**config.mk**
```make
export PLATFORM = sky130hd
export DESIGN_NAME = compass_calibrate_and_heading_top_flat
export DESIGN_NICKNAME = d
export VERILOG_FILES = /design/src/design/cch_pkg.sv /design/src/design/cch_if.sv /design/src/design/cch_front.sv /design/src/design/cch_queue.sv /design/src/design/cch_back.sv /design/src/design/compass_calibrate_and_heading_top.sv /design/src/flat_wrapper.sv
export SDC_FILE = /design/constraint.sdc
export NUM_CORES = 2
export LEC_CHECK = 0
export BUFFER_PORTS_ARGS = -buffer_cell sky130_fd_sc_hd__clkbuf_2
export CORE_MARGIN = 8
export CORE_UTILIZATION = 60
export DETAILED_ROUTE_END_ITERATION = 16
export PLACE_DENSITY = 0.89
export SLEW_MARGIN = 20
export SYNTH_ARGS = -nofsm -noshare
export SYNTH_HDL_FRONTEND = slang
export SYNTH_SLANG_ARGS = --single-unit
```
**constraint.sdc**
```tcl
create_clock -name clk_i -period 6.5 [get_ports clk_i]
set_input_delay 0.325 -clock clk_i [delete_from_list [all_inputs] [get_ports clk_i]]
set_output_delay 0.325 -clock clk_i [all_outputs]
set_load 0.05 [all_outputs]
```
**src/design/cch_pkg.sv**
```systemverilog
// ----------------------------------------------------------------------------
// cch_pkg
// shared types, codes, constants and the cordic angle table for the compass
// calibration and heading block
// ----------------------------------------------------------------------------
`default_nettype none

package cch_pkg;

  // defaults for the top level parameters
  localparam int unsigned SAMPLE_BITS_DEF  = 16;
  localparam int unsigned CORDIC_STEPS_DEF = 16;

  // fixed field widths
  localparam int unsigned OP_BITS      = 2;
  localparam int unsigned FIELD_BITS   = 16;
  localparam int unsigned STATUS_BITS  = 2;
  localparam int unsigned HEADING_BITS = 15;

  // depth of the queue between front and back
  localparam int unsigned QUEUE_DEPTH = 4;

  // angle accumulator in 1/65536 degree
  localparam int unsigned ACC_BITS   = 26;
  localparam int unsigned ATAN_BITS  = 22;
  localparam int unsigned ATAN_IDX_BITS = 5;
  localparam logic signed [ACC_BITS-1:0] DEG180_UNITS = 26'sd11796480;
  localparam logic signed [ACC_BITS-1:0] DEG360_UNITS = 26'sd23592960;
  localparam logic signed [ACC_BITS-1:0] ROUND_HALF   = 26'sd512;
  localparam int unsigned ROUND_SHIFT = 10;
  localparam logic [ACC_BITS-ROUND_SHIFT-1:0] FULL_CIRCLE_64THS = 16'd23040;

  typedef enum logic [OP_BITS-1:0] {
    OP_START_CAL  = 2'd0,
    OP_CAL_SAMPLE = 2'd1,
    OP_HEADING    = 2'd2,
    OP_UNUSED     = 2'd3
  } cch_op_e;

  typedef enum logic [STATUS_BITS-1:0] {
    ST_CAL_OK     = 2'd0,
    ST_HEAD_OK    = 2'd1,
    ST_ZERO_RANGE = 2'd2,
    ST_RESERVED   = 2'd3
  } cch_status_e;

  // atan(2^-i) in 1/65536 degree, rounded to nearest
  function automatic logic [ATAN_BITS-1:0] cch_atan(input logic [ATAN_IDX_BITS-1:0] idx);
    logic [ATAN_BITS-1:0] v;
    case (idx)
      5'd0:    v = 22'd2949120;
      5'd1:    v = 22'd1740967;
      5'd2:    v = 22'd919879;
      5'd3:    v = 22'd466945;
      5'd4:    v = 22'd234379;
      5'd5:    v = 22'd117304;
      5'd6:    v = 22'd58666;
      5'd7:    v = 22'd29335;
      5'd8:    v = 22'd14668;
      5'd9:    v = 22'd7334;
      5'd10:   v = 22'd3667;
      5'd11:   v = 22'd1833;
      5'd12:   v = 22'd917;
      5'd13:   v = 22'd458;
      5'd14:   v = 22'd229;
      5'd15:   v = 22'd115;
      5'd16:   v = 22'd57;
      5'd17:   v = 22'd29;
      5'd18:   v = 22'd14;
      5'd19:   v = 22'd7;
      5'd20:   v = 22'd4;
      5'd21:   v = 22'd2;
      5'd22:   v = 22'd1;
      default: v = 22'd0;
    endcase
    return v;
  endfunction

endpackage

`default_nettype wire

```
**src/design/cch_if.sv**
```systemverilog
// ----------------------------------------------------------------------------
// cch_if
// valid/ready channels for sample requests and heading results
// ----------------------------------------------------------------------------
`default_nettype none

interface cch_in_if;
  logic                                  valid;
  logic                                  ready;
  logic [cch_pkg::OP_BITS-1:0]           operation;
  logic signed [cch_pkg::FIELD_BITS-1:0] mag_x;
  logic signed [cch_pkg::FIELD_BITS-1:0] mag_z;

  modport source (output valid, output operation, output mag_x, output mag_z, input ready);
  modport sink   (input valid, input operation, input mag_x, input mag_z, output ready);
endinterface

interface cch_out_if;
  logic                                  valid;
  logic                                  ready;
  logic [cch_pkg::STATUS_BITS-1:0]       status;
  logic [cch_pkg::HEADING_BITS-1:0]      heading_sixtyfourths;

  modport source (output valid, output status, output heading_sixtyfourths, input ready);
  modport sink   (input valid, input status, input heading_sixtyfourths, output ready);
endinterface

`default_nettype wire

```
**src/design/cch_front.sv**
```systemverilog
// ----------------------------------------------------------------------------
// cch_front
// accepts requests, keeps the per-axis min/max and turns a heading request
// into centered offsets and ranges for the back end
// ----------------------------------------------------------------------------
`default_nettype none

module cch_front #(
  parameter int unsigned SAMPLE_BITS = cch_pkg::SAMPLE_BITS_DEF
) (
  input  wire logic clk_i,
  input  wire logic rst_ni,
  cch_in_if.sink    in_i,
  input  wire logic full_i,
  output logic      push_o,
  output logic [cch_pkg::STATUS_BITS+2*(SAMPLE_BITS+2)+2*(SAMPLE_BITS+1)-1:0] job_o
);
  localparam int unsigned DW = SAMPLE_BITS + 2;
  localparam int unsigned RW = SAMPLE_BITS + 1;

  logic signed [SAMPLE_BITS-1:0] low_x_q, low_x_d, high_x_q, high_x_d;
  logic signed [SAMPLE_BITS-1:0] low_z_q, low_z_d, high_z_q, high_z_d;
  logic signed [SAMPLE_BITS-1:0] smp_x, smp_z;
  logic signed [DW-1:0]          dx, dz, rx_full, rz_full;
  logic [RW-1:0]                 rx, rz;
  cch_pkg::cch_status_e          status;
  cch_pkg::cch_op_e              op;

  assign in_i.ready = !full_i;
  assign push_o     = in_i.valid && !full_i;
  assign op         = cch_pkg::cch_op_e'(in_i.operation);

  // only the low sample bits count, as a signed value
  assign smp_x = in_i.mag_x[SAMPLE_BITS-1:0];
  assign smp_z = in_i.mag_z[SAMPLE_BITS-1:0];

  assign rx_full = DW'(high_x_q) - DW'(low_x_q);
  assign rz_full = DW'(high_z_q) - DW'(low_z_q);
  assign rx      = rx_full[RW-1:0];
  assign rz      = rz_full[RW-1:0];
  assign dx      = (DW'(smp_x) <<< 1) - (DW'(low_x_q) + DW'(high_x_q));
  assign dz      = (DW'(smp_z) <<< 1) - (DW'(low_z_q) + DW'(high_z_q));

  always_comb begin
    low_x_d  = low_x_q;
    high_x_d = high_x_q;
    low_z_d  = low_z_q;
    high_z_d = high_z_q;
    status   = cch_pkg::ST_CAL_OK;
    case (op)
      cch_pkg::OP_START_CAL: begin
        low_x_d  = smp_x;
        high_x_d = smp_x;
        low_z_d  = smp_z;
        high_z_d = smp_z;
      end
      cch_pkg::OP_CAL_SAMPLE: begin
        if (smp_x > high_x_q) high_x_d = smp_x;
        if (smp_x < low_x_q)  low_x_d  = smp_x;
        if (smp_z > high_z_q) high_z_d = smp_z;
        if (smp_z < low_z_q)  low_z_d  = smp_z;
      end
      cch_pkg::OP_HEADING: begin
        if (rx == '0 || rz == '0) status = cch_pkg::ST_ZERO_RANGE;
        else                      status = cch_pkg::ST_HEAD_OK;
      end
      default: status = cch_pkg::ST_CAL_OK;
    endcase
  end

  assign job_o = {status, dx, dz, rx, rz};

  always_ff @(posedge clk_i or negedge rst_ni) begin
    if (!rst_ni) begin
      low_x_q  <= '0;
      high_x_q <= '0;
      low_z_q  <= '0;
      high_z_q <= '0;
    end else if (push_o) begin
      low_x_q  <= low_x_d;
      high_x_q <= high_x_d;
      low_z_q  <= low_z_d;
      high_z_q <= high_z_d;
    end
  end

endmodule

`default_nettype wire

```
**src/design/cch_queue.sv**
```systemverilog
// ----------------------------------------------------------------------------
// cch_queue
// short fifo of classified jobs between front and back
// ----------------------------------------------------------------------------
`default_nettype none

module cch_queue #(
  parameter int unsigned WIDTH = 8,
  parameter int unsigned DEPTH = cch_pkg::QUEUE_DEPTH
) (
  input  wire logic             clk_i,
  input  wire logic             rst_ni,
  input  wire logic             push_i,
  input  wire logic [WIDTH-1:0] data_i,
  output logic                  full_o,
  input  wire logic             pop_i,
  output logic                  valid_o,
  output logic [WIDTH-1:0]      data_o
);
  localparam int unsigned PW = (DEPTH > 1) ? $clog2(DEPTH) : 1;
  localparam int unsigned CW = $clog2(DEPTH + 1);

  logic [WIDTH-1:0] slot_q [DEPTH];
  logic [PW-1:0]    wr_q, rd_q;
  logic [CW-1:0]    cnt_q;
  logic             do_push, do_pop;

  assign full_o  = (cnt_q == CW'(DEPTH));
  assign valid_o = (cnt_q != '0);
  assign data_o  = slot_q[rd_q];
  assign do_push = push_i && !full_o;
  assign do_pop  = pop_i && valid_o;

  always_ff @(posedge clk_i or negedge rst_ni) begin
    if (!rst_ni) begin
      wr_q  <= '0;
      rd_q  <= '0;
      cnt_q <= '0;
    end else begin
      if (do_push) wr_q <= (wr_q == PW'(DEPTH - 1)) ? '0 : wr_q + 1'b1;
      if (do_pop)  rd_q <= (rd_q == PW'(DEPTH - 1)) ? '0 : rd_q + 1'b1;
      if (do_push && !do_pop)      cnt_q <= cnt_q + 1'b1;
      else if (do_pop && !do_push) cnt_q <= cnt_q - 1'b1;
    end
  end

  always_ff @(posedge clk_i) begin
    if (do_push) slot_q[wr_q] <= data_i;
  end

endmodule

`default_nettype wire

```
**src/design/cch_back.sv**
```systemverilog
// ----------------------------------------------------------------------------
// cch_back
// cross-multiplies offsets and ranges, runs the iterative cordic and drives
// the result register
// ----------------------------------------------------------------------------
`default_nettype none

module cch_back #(
  parameter int unsigned SAMPLE_BITS  = cch_pkg::SAMPLE_BITS_DEF,
  parameter int unsigned CORDIC_STEPS = cch_pkg::CORDIC_STEPS_DEF
) (
  input  wire logic clk_i,
  input  wire logic rst_ni,
  input  wire logic job_valid_i,
  input  wire logic [cch_pkg::STATUS_BITS+2*(SAMPLE_BITS+2)+2*(SAMPLE_BITS+1)-1:0] job_i,
  output logic      job_pop_o,
  cch_out_if.source out_o
);
  localparam int unsigned DW = SAMPLE_BITS + 2;
  localparam int unsigned RW = SAMPLE_BITS + 1;
  localparam int unsigned PW = DW + RW + 1;
  localparam int unsigned CW = PW + 2;
  localparam int unsigned AW = cch_pkg::ACC_BITS;
  localparam int unsigned SW = (CORDIC_STEPS > 1) ? $clog2(CORDIC_STEPS) : 1;
  localparam int unsigned HW = AW - cch_pkg::ROUND_SHIFT;
  localparam int unsigned JW = cch_pkg::STATUS_BITS + 2*DW + 2*RW;

  localparam logic [2:0] S_IDLE  = 3'd0;
  localparam logic [2:0] S_MUL   = 3'd1;
  localparam logic [2:0] S_PRE   = 3'd2;
  localparam logic [2:0] S_ITER  = 3'd3;
  localparam logic [2:0] S_WRAP  = 3'd4;
  localparam logic [2:0] S_ROUND = 3'd5;
  localparam logic [2:0] S_DONE  = 3'd6;

  logic [2:0]           state_q, state_d;
  logic [SW-1:0]        step_q, step_d;
  logic                 out_valid_q, out_valid_d;
  logic                 out_load, out_free;
  cch_pkg::cch_status_e out_status_q, out_status_d;
  logic [cch_pkg::HEADING_BITS-1:0] out_head_q, out_head_d;

  cch_pkg::cch_status_e job_status;
  logic signed [DW-1:0] job_dx, job_dz;
  logic [RW-1:0]        job_rx, job_rz;

  logic signed [DW-1:0] dx_q, dz_q;
  logic [RW-1:0]        rx_q, rz_q;
  logic signed [PW-1:0] px, py;
  logic signed [CW-1:0] x_q, y_q, x_d, y_d, sx_sh, sy_sh;
  logic signed [AW-1:0] acc_q, acc_d, atan_ext, acc_rnd;
  logic [HW-1:0]        rnd;
  logic [cch_pkg::HEADING_BITS-1:0] hd_q, hd_d;
  logic                 load_ops;

  assign job_status = cch_pkg::cch_status_e'(job_i[JW-1 -: cch_pkg::STATUS_BITS]);
  assign job_dx     = job_i[2*DW+2*RW-1 -: DW];
  assign job_dz     = job_i[DW+2*RW-1 -: DW];
  assign job_rx     = job_i[2*RW-1 -: RW];
  assign job_rz     = job_i[RW-1:0];

  assign out_free = !out_valid_q || out_o.ready;

  // cross products, registered into the cordic vector
  assign px = dx_q * $signed({1'b0, rz_q});
  assign py = dz_q * $signed({1'b0, rx_q});

  // one cordic micro-rotation
  assign sx_sh    = x_q >>> step_q;
  assign sy_sh    = y_q >>> step_q;
  assign atan_ext = AW'(cch_pkg::cch_atan(cch_pkg::ATAN_IDX_BITS'(step_q)));

  assign acc_rnd = acc_q + cch_pkg::ROUND_HALF;
  assign rnd     = acc_rnd[AW-1:cch_pkg::ROUND_SHIFT];

  always_comb begin
    state_d      = state_q;
    step_d       = step_q;
    x_d          = x_q;
    y_d          = y_q;
    acc_d        = acc_q;
    hd_d         = hd_q;
    job_pop_o    = 1'b0;
    load_ops     = 1'b0;
    out_load     = 1'b0;
    out_status_d = out_status_q;
    out_head_d   = out_head_q;
    case (state_q)
      S_IDLE: begin
        if (job_valid_i) begin
          if (job_status != cch_pkg::ST_HEAD_OK) begin
            if (out_free) begin
              job_pop_o    = 1'b1;
              out_load     = 1'b1;
              out_status_d = job_status;
              out_head_d   = '0;
            end
          end else begin
            job_pop_o = 1'b1;
            load_ops  = 1'b1;
            state_d   = S_MUL;
          end
        end
      end
      S_MUL: begin
        x_d     = CW'(px);
        y_d     = -CW'(py);
        state_d = S_PRE;
      end
      S_PRE: begin
        step_d = '0;
        if (x_q == '0 && y_q == '0) begin
          hd_d    = '0;
          state_d = S_DONE;
        end else begin
          if (x_q < 0) begin
            x_d   = -x_q;
            y_d   = -y_q;
            acc_d = cch_pkg::DEG180_UNITS;
          end else begin
            acc_d = '0;
          end
          state_d = S_ITER;
        end
      end
      S_ITER: begin
        if (y_q > 0) begin
          x_d   = x_q + sy_sh;
          y_d   = y_q - sx_sh;
          acc_d = acc_q + atan_ext;
        end else begin
          x_d   = x_q - sy_sh;
          y_d   = y_q + sx_sh;
          acc_d = acc_q - atan_ext;
        end
        if (step_q == SW'(CORDIC_STEPS - 1)) state_d = S_WRAP;
        else                                  step_d  = step_q + 1'b1;
      end
      S_WRAP: begin
        if (acc_q < 0) acc_d = acc_q + cch_pkg::DEG360_UNITS;
        state_d = S_ROUND;
      end
      S_ROUND: begin
        if (rnd >= cch_pkg::FULL_CIRCLE_64THS)
          hd_d = cch_pkg::HEADING_BITS'(rnd - cch_pkg::FULL_CIRCLE_64THS);
        else
          hd_d = cch_pkg::HEADING_BITS'(rnd);
        state_d = S_DONE;
      end
      S_DONE: begin
        if (out_free) begin
          out_load     = 1'b1;
          out_status_d = cch_pkg::ST_HEAD_OK;
          out_head_d   = hd_q;
          state_d      = S_IDLE;
        end
      end
      default: state_d = S_IDLE;
    endcase
  end

  always_comb begin
    if (out_load)          out_valid_d = 1'b1;
    else if (out_o.ready)  out_valid_d = 1'b0;
    else                   out_valid_d = out_valid_q;
  end

  always_ff @(posedge clk_i or negedge rst_ni) begin
    if (!rst_ni) begin
      state_q     <= S_IDLE;
      step_q      <= '0;
      out_valid_q <= 1'b0;
    end else begin
      state_q     <= state_d;
      step_q      <= step_d;
      out_valid_q <= out_valid_d;
    end
  end

  always_ff @(posedge clk_i) begin
    if (load_ops) begin
      dx_q <= job_dx;
      dz_q <= job_dz;
      rx_q <= job_rx;
      rz_q <= job_rz;
    end
    x_q          <= x_d;
    y_q          <= y_d;
    acc_q        <= acc_d;
    hd_q         <= hd_d;
    out_status_q <= out_status_d;
    out_head_q   <= out_head_d;
  end

  assign out_o.valid                = out_valid_q;
  assign out_o.status               = out_status_q;
  assign out_o.heading_sixtyfourths = out_head_q;

endmodule

`default_nettype wire

```
**src/design/compass_calibrate_and_heading_top.sv**
```systemverilog
// ----------------------------------------------------------------------------
// compass_calibrate_and_heading_top
// magnetometer hard-iron calibration and atan2 heading in 1/64 degree
// ----------------------------------------------------------------------------
// calibration and zero-range requests pass through the job queue and the output
//   register; a heading request also runs the multiply, cordic, wrap and round states
// throughput: one calibration request per cycle while the back end is idle and
//   results are taken; the single shared cordic iteration unit takes one heading at a time
// the front keeps accepting into a QUEUE_DEPTH job queue while the cordic runs
// reset: asynchronous, clears min/max to zero, empties the queue, no output
`default_nettype none

module compass_calibrate_and_heading_top #(
  parameter int unsigned SAMPLE_BITS  = cch_pkg::SAMPLE_BITS_DEF,
  parameter int unsigned CORDIC_STEPS = cch_pkg::CORDIC_STEPS_DEF
) (
  input  wire logic clk_i,
  input  wire logic rst_ni,
  cch_in_if.sink    in_i,
  cch_out_if.source out_o
);
  // job word: status code, centered x and z offsets (doubled), x and z ranges
  localparam int unsigned JW =
    cch_pkg::STATUS_BITS + 2*(SAMPLE_BITS + 2) + 2*(SAMPLE_BITS + 1);

  logic          push, full, job_valid, job_pop;
  logic [JW-1:0] job_in, job_out;

  // front: min/max tracking, classification, one request a cycle if queue has room
  cch_front #(
    .SAMPLE_BITS (SAMPLE_BITS)
  ) u_front (
    .clk_i  (clk_i),
    .rst_ni (rst_ni),
    .in_i   (in_i),
    .full_i (full),
    .push_o (push),
    .job_o  (job_in)
  );

  // decouples the front from the multi-cycle back end
  cch_queue #(
    .WIDTH (JW),
    .DEPTH (cch_pkg::QUEUE_DEPTH)
  ) u_queue (
    .clk_i   (clk_i),
    .rst_ni  (rst_ni),
    .push_i  (push),
    .data_i  (job_in),
    .full_o  (full),
    .pop_i   (job_pop),
    .valid_o (job_valid),
    .data_o  (job_out)
  );

  // back: cross-multiply, cordic vectoring, rounding and output register
  cch_back #(
    .SAMPLE_BITS  (SAMPLE_BITS),
    .CORDIC_STEPS (CORDIC_STEPS)
  ) u_back (
    .clk_i       (clk_i),
    .rst_ni      (rst_ni),
    .job_valid_i (job_valid),
    .job_i       (job_out),
    .job_pop_o   (job_pop),
    .out_o       (out_o)
  );

endmodule

`default_nettype wire

```
**src/flat_wrapper.sv**
```systemverilog
// flat-port wrapper written by rule: the top's interface ports become plain ports
module compass_calibrate_and_heading_top_flat 
#(
  parameter int unsigned SAMPLE_BITS  = cch_pkg::SAMPLE_BITS_DEF,
  parameter int unsigned CORDIC_STEPS = cch_pkg::CORDIC_STEPS_DEF
)
  (clk_i, rst_ni, in_i_valid, in_i_operation, in_i_mag_x, in_i_mag_z, in_i_ready, out_o_valid, out_o_status, out_o_heading_sixtyfourths, out_o_ready);
  cch_in_if in_i_i ();
  cch_out_if out_o_i ();
  input  wire logic clk_i;
  input  wire logic rst_ni;
  input wire logic [$bits(in_i_i.valid)-1:0] in_i_valid;
  input wire logic [$bits(in_i_i.operation)-1:0] in_i_operation;
  input wire logic [$bits(in_i_i.mag_x)-1:0] in_i_mag_x;
  input wire logic [$bits(in_i_i.mag_z)-1:0] in_i_mag_z;
  output wire logic [$bits(in_i_i.ready)-1:0] in_i_ready;
  output wire logic [$bits(out_o_i.valid)-1:0] out_o_valid;
  output wire logic [$bits(out_o_i.status)-1:0] out_o_status;
  output wire logic [$bits(out_o_i.heading_sixtyfourths)-1:0] out_o_heading_sixtyfourths;
  input wire logic [$bits(out_o_i.ready)-1:0] out_o_ready;
  assign in_i_i.valid = in_i_valid;
  assign in_i_i.operation = in_i_operation;
  assign in_i_i.mag_x = in_i_mag_x;
  assign in_i_i.mag_z = in_i_mag_z;
  assign in_i_ready = in_i_i.ready;
  assign out_o_valid = out_o_i.valid;
  assign out_o_status = out_o_i.status;
  assign out_o_heading_sixtyfourths = out_o_i.heading_sixtyfourths;
  assign out_o_i.ready = out_o_ready;
  compass_calibrate_and_heading_top #(.SAMPLE_BITS(SAMPLE_BITS), .CORDIC_STEPS(CORDIC_STEPS)) u_core (.clk_i(clk_i), .rst_ni(rst_ni), .in_i(in_i_i), .out_o(out_o_i));
endmodule
```
==> metrics.yaml <==
finish:
  final_cell_count_no_fill: 8290
  drive_gt1_frac: 0.204
  synthToLayoutAreaGrowth_pct: 15.7
  final_nets: 8034
  layout_common_cells: "794 x inv_1, 645 x buf_4, 626 x fa_1, 566 x nand2_1, 492 x edfxtp_1"
  layout_commonest_cell: "inv_1"
drt:
  dr.pass1.iters: 10
  drc: 0
  via_per_inst: 6.61
  drtAntennaViolNets: 0
  drtIter0Drc: 7506
  postRouteWirelength_um: 217000
  met1_length_um: 72700
  highest_layer: "met5"
  wire_per_inst_um: 26.1
  met2_wirelength_um: 99400
  dr_wl_met3_um: 26300
  num_vias: 54800
synthesis:
  synth_fp_nets: 7461
  synth_area_mm2: 0.0642
  yosysWarnings: 0
  async_reset_ff_frac: 0.138
  avgSynthCellArea_um2: 10.3
  netlist_instances: 6256
  ys_seq_elements: 571
  synth_flop_cell: "edfxtp_1"
  synth_cell_types: 90
  synth-edff-count: 492
  synth_seq_area_share: 0.261
timing:
  period_share: 1.07
  setup_viol: 30
  period_needed_ps: 6970
  rsz0062_at_grt: "yes"
  finalMaxSlewViolations: 0
  hold_viol: 0
  setup_tns_ps: -5290
  fin_ws_ps: -470
  finClkSkew_ps: 29.4
  tightest_slew_ps: 1060
  clock.fmax_ghz: 0.143
  relSlewSlack: 0.291
place:
  dp_hpwl_um: 147000
  place.gp.congestion: 1.02
  post-place-cells: 8032
  placement.io_buffers: 56
clock_tree:
  cts_root_buf: "clkbuf_16"
  clk_pin_slew_ps: 70
  cts_sinks: 571
  cts.path.max_buffers: 3
  insertion_delay_ps: 690
  cts_buffers: 61
  cts_max_level: 2
  cts_tree: "yes"
die:
  fp.dieH_um: 343
  rows: 120
  core_mm2: 0.107
  die_width_um: 343
  initial_utilization: 0.602
  io_pins: 57
  dieArea_mm2: 0.118
worst_setup_path:
  worstPathMaxFanout: 9
  crit_path_end: "u_core.u_back.x_q[35]$_DFFE_PP_"
  critPathLaunch: "u_core.u_back.rz_q[6]$_DFFE_PP_"
  critical_path_class: "reg2reg"
  end_kind: "register"
  cp.required_ps: 6910
  arrival_ps: 7380
  startpoint_type: "register"
  rr_worst_depth: 22
  r2r_end: "u_core.u_back.x_q[35]$_DFFE_PP_"
  rrSetupSlack_ps: -470
  r2r_start: "u_core.u_back.rz_q[6]$_DFFE_PP_"
hold_path:
  hold_path_class: "in2reg"
  hold_path_depth: 2
  worstHoldStart: "in_i_mag_x[8]"
run:
  cap_violations: 0
global_routing:
  antenna_found_initial: 9
  grt_pass1_wl_um: 315000
  grt_max_degree: 83
  grt_usage: 0.342
  grt_pass1_vias: 55100
  grt-ovfl-total: 0
outcome:
  outcome: "complete, but fails checks"
  violations: "setup timing"
cells by family after synthesis:
logic type / synth area share
DFF: 0.261
AOI/OAI and AO/OA: 0.104
xor gates and xnor gates: 0.0520
and+or+nand+nor: 0.128
buffers and inverters: 0.0654
adders and majority gates: 0.305
muxes: 0.0836
cells in the mapped netlist, types with 29 or more instances:
cell | count | area, um2
clkbuf_1 | 203 | 762
nand3_1 | 64 | 320
o21bai_1 | 35 | 263
dfrtp_1 | 79 | 1980
buf_1 | 35 | 131
and3_1 | 46 | 288
nor3_1 | 88 | 440
nand2b_1 | 52 | 325
or3_1 | 31 | 194
o21a_1 | 66 | 495
and2_1 | 326 | 2040
nand2_1 | 577 | 2170
mux2_2 | 112 | 1260
a21oi_1 | 297 | 1490
nor2b_1 | 48 | 300
nor2_1 | 279 | 1050
a21o_1 | 70 | 526
mux2i_1 | 68 | 681
o21ai_0 | 238 | 1190
ha_1 | 501 | 6270
nand4_1 | 31 | 194
o211ai_1 | 29 | 218
xnor2_1 | 230 | 2010
a31oi_1 | 41 | 257
a211oi_1 | 50 | 375
inv_1 | 826 | 3100
xor2_1 | 151 | 1320
edfxtp_1 | 492 | 14800
mux4_2 | 152 | 3420
fa_1 | 666 | 13300
per-stage QoR:
stage | utilization | cell area [um2] | setup slack, ps | hold WS (ps)
6_report | 0.697 | 74300 | -470 | 13.8
4_1_cts | 0.685 | 73100 | -189 | 1.23
5_1_grt | 0.696 | 74200 | -589 | 23.5
3_5_place_dp | 0.654 | 69700 | -443 | 281
2_1_floorplan | - | 64200 | -33.0 | 29.4
3_3_place_gp | 0.654 | 69700 | -126 | 276
routing by layer:
metal,global-route usage,vias to the layer above
met4,0.201,6
met3,0.0813,1409
li1,-,22500
met1,0.413,26300
met2,0.561,4572
met5,0,-
what timing repair did:
| item | CTS | global route |
|---|---|---|
| endpoints found under the setup margin | 26 | 42 |
| hold buffers | 26 | 0 |
| cloned | 1 | 2 |
| hold endpoints to repair | 76 | 0 |
| setup buffers | 45 | 65 |
| pin swaps | 93 | 103 |
| gates resized for setup | 122 | 170 |
how the worst min path moves through the flow:
stage,endpoint,slack [ps]
3_5_place_dp,u_core.u_front.high_z_q[10]$_DFFE_PN0P_,280
4_1_cts,u_core.u_front.high_x_q[14]$_DFFE_PN0P_,1
6_report,u_core.u_front.high_x_q[8]$_DFFE_PN0P_,10
2_1_floorplan,u_core.u_back.out_o.valid$_DFFE_PN0P_,30
3_3_place_gp,u_core.u_front.low_z_q[10]$_DFFE_PN0P_,280
5_1_grt,u_core.u_front.high_x_q[8]$_DFFE_PN0P_,20
final cells by class:
type | instances | area, um2
multi-input combinational | 4588 | 44300
fill | 6662 | 32400
sequential | 571 | 16800
timing repair buffer | 777 | 6050
inverter | 830 | 3120
tap | 1403 | 1760
clock buffer | 64 | 1550
clock inverter | 52 | 669
antenna | 5 | 12.5
worst max-delay path, stage by stage, from the launching register on:
cell      delay [ps]
edfxtp_1         540
buf_6            190
buf_6            140
and2_1           160
fa_1             410
inv_1            290
fa_2             620
fa_1             530
fa_1             550
inv_1             50
fa_1             520
inv_1             70
fa_1             400
inv_1            110
ha_1             310
o2111a_1         220
nand4b_1         340
a311oi_2         320
o21bai_1         150
a21oi_2          210
xnor2_2          170
nor2_2            80
a221o_1          320
registers in the layout (all words and copies together), names as in the netlist, 17 cells and up:
name and cells:
u_core.u_back.dz_q 18, u_core.u_queue.slot_q 288, u_core.u_back.dx_q 18, u_core.u_back.x_q 38, u_core.u_back.acc_q 26, u_core.u_back.rx_q 17
u_core.u_back.y_q 38, u_core.u_back.rz_q 17
Power is left out: the tool's default activity adds up to more than one toggle a clock period on the data nets, which glitch-free logic cannot reach.
